<file path="config.mk">
export PLATFORM = sky130hd
export DESIGN_NAME = tsr_chain
export DESIGN_NICKNAME = d
export VERILOG_FILES = /design/src/tcp_segment_reorder_top_defines.svh /design/src/tsr_pkg.sv /design/src/tsr_cell.sv /design/src/tsr_chain.sv
export SDC_FILE = /design/constraint.sdc
export NUM_CORES = 2
export LEC_CHECK = 0
export ABC_AREA = 0
export BUFFER_PORTS_ARGS = -buffer_cell sky130_fd_sc_hd__buf_2
export CORE_ASPECT_RATIO = 0.6
export CORE_MARGIN = 10
export CORE_UTILIZATION = 45
export DETAILED_ROUTE_END_ITERATION = 8
export PLACE_DENSITY = 0.64
export SLEW_MARGIN = 25
export SYNTH_ARGS = -nofsm -noshare
export SYNTH_HDL_FRONTEND = slang
export SYNTH_HIERARCHICAL = 1
export SYNTH_SLANG_ARGS = --single-unit
</file>
<file path="constraint.sdc">
create_clock -name clk -period 8.5 [get_ports clk]
set_input_delay 1.275 -clock clk [delete_from_list [all_inputs] [get_ports clk]]
set_output_delay 1.275 -clock clk [all_outputs]
set_load 0.01 [all_outputs]
</file>
<file path="src/tcp_segment_reorder_top_defines.svh">
// Assertion macros for the reorder buffer top module.
`ifndef TCP_SEGMENT_REORDER_TOP_DEFINES_SVH
`define TCP_SEGMENT_REORDER_TOP_DEFINES_SVH

// Same-cycle implication, disabled while reset is asserted.
`define TSR_ASSERT_IMPL(label, clk, rst_n, ante, cons, msg) \
	label: assert property (@(posedge clk) disable iff (!rst_n) (ante) |-> (cons)) \
		else $error(msg);

// Next-cycle implication, disabled while reset is asserted.
`define TSR_ASSERT_NEXT(label, clk, rst_n, ante, cons, msg) \
	label: assert property (@(posedge clk) disable iff (!rst_n) (ante) |=> (cons)) \
		else $error(msg);

`endif

</file>
<file path="src/tsr_pkg.sv">
`timescale 1ns / 1ps

package tsr_pkg;

	localparam logic [2:0] ACT_RELEASED  = 3'd0;
	localparam logic [2:0] ACT_HELD      = 3'd1;
	localparam logic [2:0] ACT_DUPLICATE = 3'd2;
	localparam logic [2:0] ACT_STALE     = 3'd3;
	localparam logic [2:0] ACT_FULL      = 3'd4;

	typedef struct packed {
		logic [31:0] seq;
		logic [31:0] seg_end;
		logic [15:0] len;
		logic [15:0] handle;
	} cell_data_t;

	typedef struct packed {
		logic load_new;
		logic take_left;
		logic take_right;
	} cell_ctl_t;

	typedef struct packed {
		logic lt;
		logic eq;
		logic link;
	} cell_stat_t;

	typedef struct packed {
		logic insert;
		logic drain;
	} chain_cmd_t;

endpackage

</file>
<file path="src/tsr_cell.sv">
`timescale 1ns / 1ps

module tsr_cell (
	input  logic               clk,
	input  tsr_pkg::cell_ctl_t  ctl,
	input  tsr_pkg::cell_data_t new_data,
	input  tsr_pkg::cell_data_t left_data,
	input  tsr_pkg::cell_data_t right_data,
	input  logic [31:0]        key_seq,
	input  logic [31:0]        prev_end,
	output tsr_pkg::cell_data_t data,
	output tsr_pkg::cell_stat_t stat
);
	import tsr_pkg::*;

	cell_data_t data_q;

	always_ff @(posedge clk) begin
		priority if (ctl.load_new) begin
			data_q <= new_data;
		end else if (ctl.take_left) begin
			data_q <= left_data;
		end else if (ctl.take_right) begin
			data_q <= right_data;
		end else begin
			data_q <= data_q;
		end
	end

	assign data      = data_q;
	assign stat.lt   = data_q.seq < key_seq;
	assign stat.eq   = data_q.seq == key_seq;
	assign stat.link = data_q.seq == prev_end;

endmodule

</file>
<file path="src/tsr_chain.sv">
`timescale 1ns / 1ps

module tsr_chain #(
	parameter  int SLOTS = 16,
	localparam int CW    = $clog2(SLOTS + 1)
) (
	input  logic                clk,
	input  tsr_pkg::chain_cmd_t  cmd,
	input  tsr_pkg::cell_data_t  new_data,
	input  logic [CW-1:0]       count,
	output logic                eq_hit,
	output logic [SLOTS-1:0]    run,
	output logic [31:0]         run_end,
	output tsr_pkg::cell_data_t  head
);
	import tsr_pkg::*;

	cell_data_t        cell_d [SLOTS];
	cell_stat_t        stat   [SLOTS];
	cell_ctl_t         ctl    [SLOTS];
	logic [SLOTS-1:0]  occ;
	logic [SLOTS-1:0]  lt_g;
	logic [SLOTS-1:0]  eq_g;
	logic [SLOTS-1:0]  link_g;
	logic [SLOTS-1:0]  tail;

	for (genvar i = 0; i < SLOTS; i++) begin : g_cell
		localparam logic [SLOTS-1:0] LOW_MASK = {SLOTS{1'b1}} >> (SLOTS - 1 - i);
		cell_data_t  left_d;
		cell_data_t  right_d;
		logic [31:0] prev_end;
		logic        prev_lt;

		if (i == 0) begin : g_first
			assign left_d   = new_data;
			assign prev_end = new_data.seg_end;
			assign prev_lt  = 1'b1;
		end else begin : g_mid
			assign left_d   = cell_d[i-1];
			assign prev_end = cell_d[i-1].seg_end;
			assign prev_lt  = lt_g[i-1];
		end

		if (i == SLOTS - 1) begin : g_last
			assign right_d = cell_d[i];
			assign tail[i] = run[i];
		end else begin : g_body
			assign right_d = cell_d[i+1];
			assign tail[i] = run[i] & ~run[i+1];
		end

		assign occ[i]    = CW'(i) < count;
		assign lt_g[i]   = occ[i] & stat[i].lt;
		assign eq_g[i]   = occ[i] & stat[i].eq;
		assign link_g[i] = occ[i] & stat[i].link;
		assign run[i]    = &(link_g | ~LOW_MASK);

		assign ctl[i].load_new   = cmd.insert & ~lt_g[i] & prev_lt;
		assign ctl[i].take_left  = cmd.insert & ~lt_g[i] & ~prev_lt;
		assign ctl[i].take_right = cmd.drain;

		tsr_cell u_cell (
			.clk        (clk),
			.ctl        (ctl[i]),
			.new_data   (new_data),
			.left_data  (left_d),
			.right_data (right_d),
			.key_seq    (new_data.seq),
			.prev_end   (prev_end),
			.data       (cell_d[i]),
			.stat       (stat[i])
		);
	end

	always_comb begin
		run_end = '0;
		for (int k = 0; k < SLOTS; k++) begin
			if (tail[k]) begin
				run_end = run_end | cell_d[k].seg_end;
			end
		end
		if (!run[0]) begin
			run_end = new_data.seg_end;
		end
	end

	assign eq_hit = |eq_g;
	assign head   = cell_d[0];

endmodule

</file>
==> reports/qor.txt <==
TNS Setup: 0 ps
RSZ-0062 raised after global routing: no
CTS H-tree depth: 4
commonest non-fill, non-tap cell in the layout: nand2_1
clk_lat worst skew: 890 ps
top cells by area, synth: edfxtp_1 (45%), mux2i_1 (15%), o21ai_0 (7.9%)
Placer Congestion: 1.06
CTS tree: done
area grow syn2layout: 9.92%
pre-CTS setup slack: 1490 ps
# hold bufs at CTS: 0
outcome: finished with violations
first-pass GRT wire length: 666000 um
post-CTS setup buffer count: 0
mean post-synth cell area: 10.1 um^2
total CTS buffers: 170
via count: 89200
core area: 226000 um^2
Synth area leader: edfxtp_1
number of cell rows: 135
input/output buffers: 248
largest net degree at the start of global routing: 193
maximum fanout along the worst path: 47
reg-to-reg slack, setup: 2660 ps
commonest cells after routing, fill and taps aside: nand2_1 (1815), o21ai_0 (1602), mux2i_1 (1536), edfxtp_1 (1536), inv_1 (521)
die area: 247000 um^2
crit share post-route: 95.6%
nets: 10800
share of layout cells above drive strength 1: 8.83%
worst path arrival time: 6850 ps
sequential share of the synthesized area: 45.2%
WS Path Type: reg2out
Lkg Pwr: 0.0407 uW
maximum vdd ir drop: 0.321 mV
gr usage total: 37.5%
Top FF cell, synth: edfxtp_1
Final Critical Period: 8130 ps
Slowest-stage cell, CP: nor4_1
Longest Clk Path Bufs: 4
crit start category: flip-flop
global route overflow: 0
Critical Path RT: 7220 ps
MaxCap Viol Count: 0
post-synthesis cell type count: 78
top cell type's share of synthesized area: 45.2%
Fmax: 0.123 GHz
vias in the first global route: 80500
cell family with the largest share of critical-path delay: simple AND/OR/NAND/NOR gates
Seq cells post-synth: 1536
Post-Syn Instances: 10200
synth warn: 6
DRC viols: 3
pwr dens: 440 nW/um^2
DRT iter0 DRCs: 17000
drt pass-1 iters: 9
synthesized area: 102000 um^2
Post-Route Utilization: 49.7%
syn nets: 10800
clock sinks: 1536
Buf/Inv on CP: 3
post-cts sizing count: 0
crit end category: output port
IO Pins: 249
initial core utilization: 45.2%
Vias per Instance: 6.69
DIE HEIGHT: 389 um
failing checks: DRC
EDFF count, synth: 1536
final total power: 49400 uW
Routed wire per std cell: 36.7 um
Post-DRT Antenna Nets: 0
worst stage delay on the critical path: 940 ps
Final WS setup: 371 ps
initial antenna violation count: 29
worst hold margin: 606 ps
CTS root buf: clkbuf_16
Setup violations, final: 0
CP Cell Sequence: xor2_1 > nor4_1 > nand4_1 > nor2_1 > and2_1 > o21ai_2 > buf_4 > or4b_4 > buf_4 > a211oi_1 > nor4_1 > a21oi_1 > buf_2
Worst-path clk slew: 70 ps
drt total wl: 489000 um
Max-slew headroom: 14.3%
Worst-Margin Slew: 1280 ps
Setup Skew: 84.3 ps
Post-synth ARST share: 0%
dpl hpwl: 355000 um
final hold vios: 0
die width: 635 um
worst hold path class: reg2reg
fin. max-slew vios: 0
max FFs per register: 1536
[path summary, 6_finish.rpt]
| kind | cells after the start | from | to |
|---|---|---|---|
| worst max-delay path | 13 | g_cell[9].u_cell/data[85]$_DFFE_PP_ | run_end[22] |
| worst min-delay path | 2 | g_cell[7].u_cell/data[4]$_DFFE_PP_ | g_cell[6].u_cell/data[4]$_DFFE_PP_ |
| worst max register to register | 12 | g_cell[9].u_cell/data[78]$_DFFE_PP_ | g_cell[9].u_cell/data[56]$_DFFE_PP_ |
| worst min register to register | 2 | g_cell[7].u_cell/data[4]$_DFFE_PP_ | g_cell[6].u_cell/data[4]$_DFFE_PP_ |
[where the power goes]
group | internal (uW) | switching [uW]
Clock | 4060 | 3380
Sequential | 14600 | 7170
Combinational | 6680 | 13400
Total | 25400 | 24000
[cell usage after synthesis (46+ instances only)]
cell	count
mux2i_1	1536
edfxtp_1	1536
nand4_1	147
o211ai_1	60
nand3_1	127
a22oi_1	46
a211oi_1	68
clkbuf_1	399
ha_1	512
inv_1	521
buf_2	152
xor2_1	512
nor4_1	164
nand2_1	1818
a21oi_1	198
nor2_1	167
o21ai_0	1607
[worst reg2reg max path: cells and delay by family (launching register included)]
family | cells | cell delay [ps]
flops | 1 | 540
fa+ha+maj | 1 | 330
compound gates | 4 | 1300
simple gates | 5 | 2600
buf+inv | 2 | 590
[layout make-up]
| class | count | area (um^2) |
|---|---|---|
| Antenna cell | 7 | 17.5 |
| Sequential cell | 1536 | 46100 |
| Tap cell | 3014 | 3770 |
| Timing Repair Buffer | 498 | 3610 |
| Multi-Input combinational cell | 7464 | 51600 |
| Inverter | 522 | 1960 |
| Fill cell | 20600 | 113000 |
| Clock inverter | 91 | 744 |
| Clock buffer | 204 | 4420 |
[stage by stage]
stage	instances	cell area, um^2
floorplan	10200	102000
global placement	13000	107000
detailed placement	13000	107000
CTS	13300	112000
global route	13300	112000
finish	13300	112000
[routing by layer]
layer  vias to the layer above  part of all wire [%]  track usage [%]
met5                         -                  0.13            0.443
met4                        40                   4.0             11.8
met3                       990                    18             17.7
met2                      7690                    38             49.3
met1                     43400                    40             53.5
li1                      37100                     -                -
[cells by family after synthesis]
kind of cell	Yosys count	synth area share [%]
and+or+nand+nor	2665	11.6
AOI/OAI and AO/OA	2234	12.5
muxes	1537	15.1
DFF	1536	45.2
buffers and inverters	1153	4.87
adders and majority gates	515	6.30
xor gates and xnor gates	512	4.39
other	1	0.00367
Note: power is estimated with default switching activity, not from simulation.
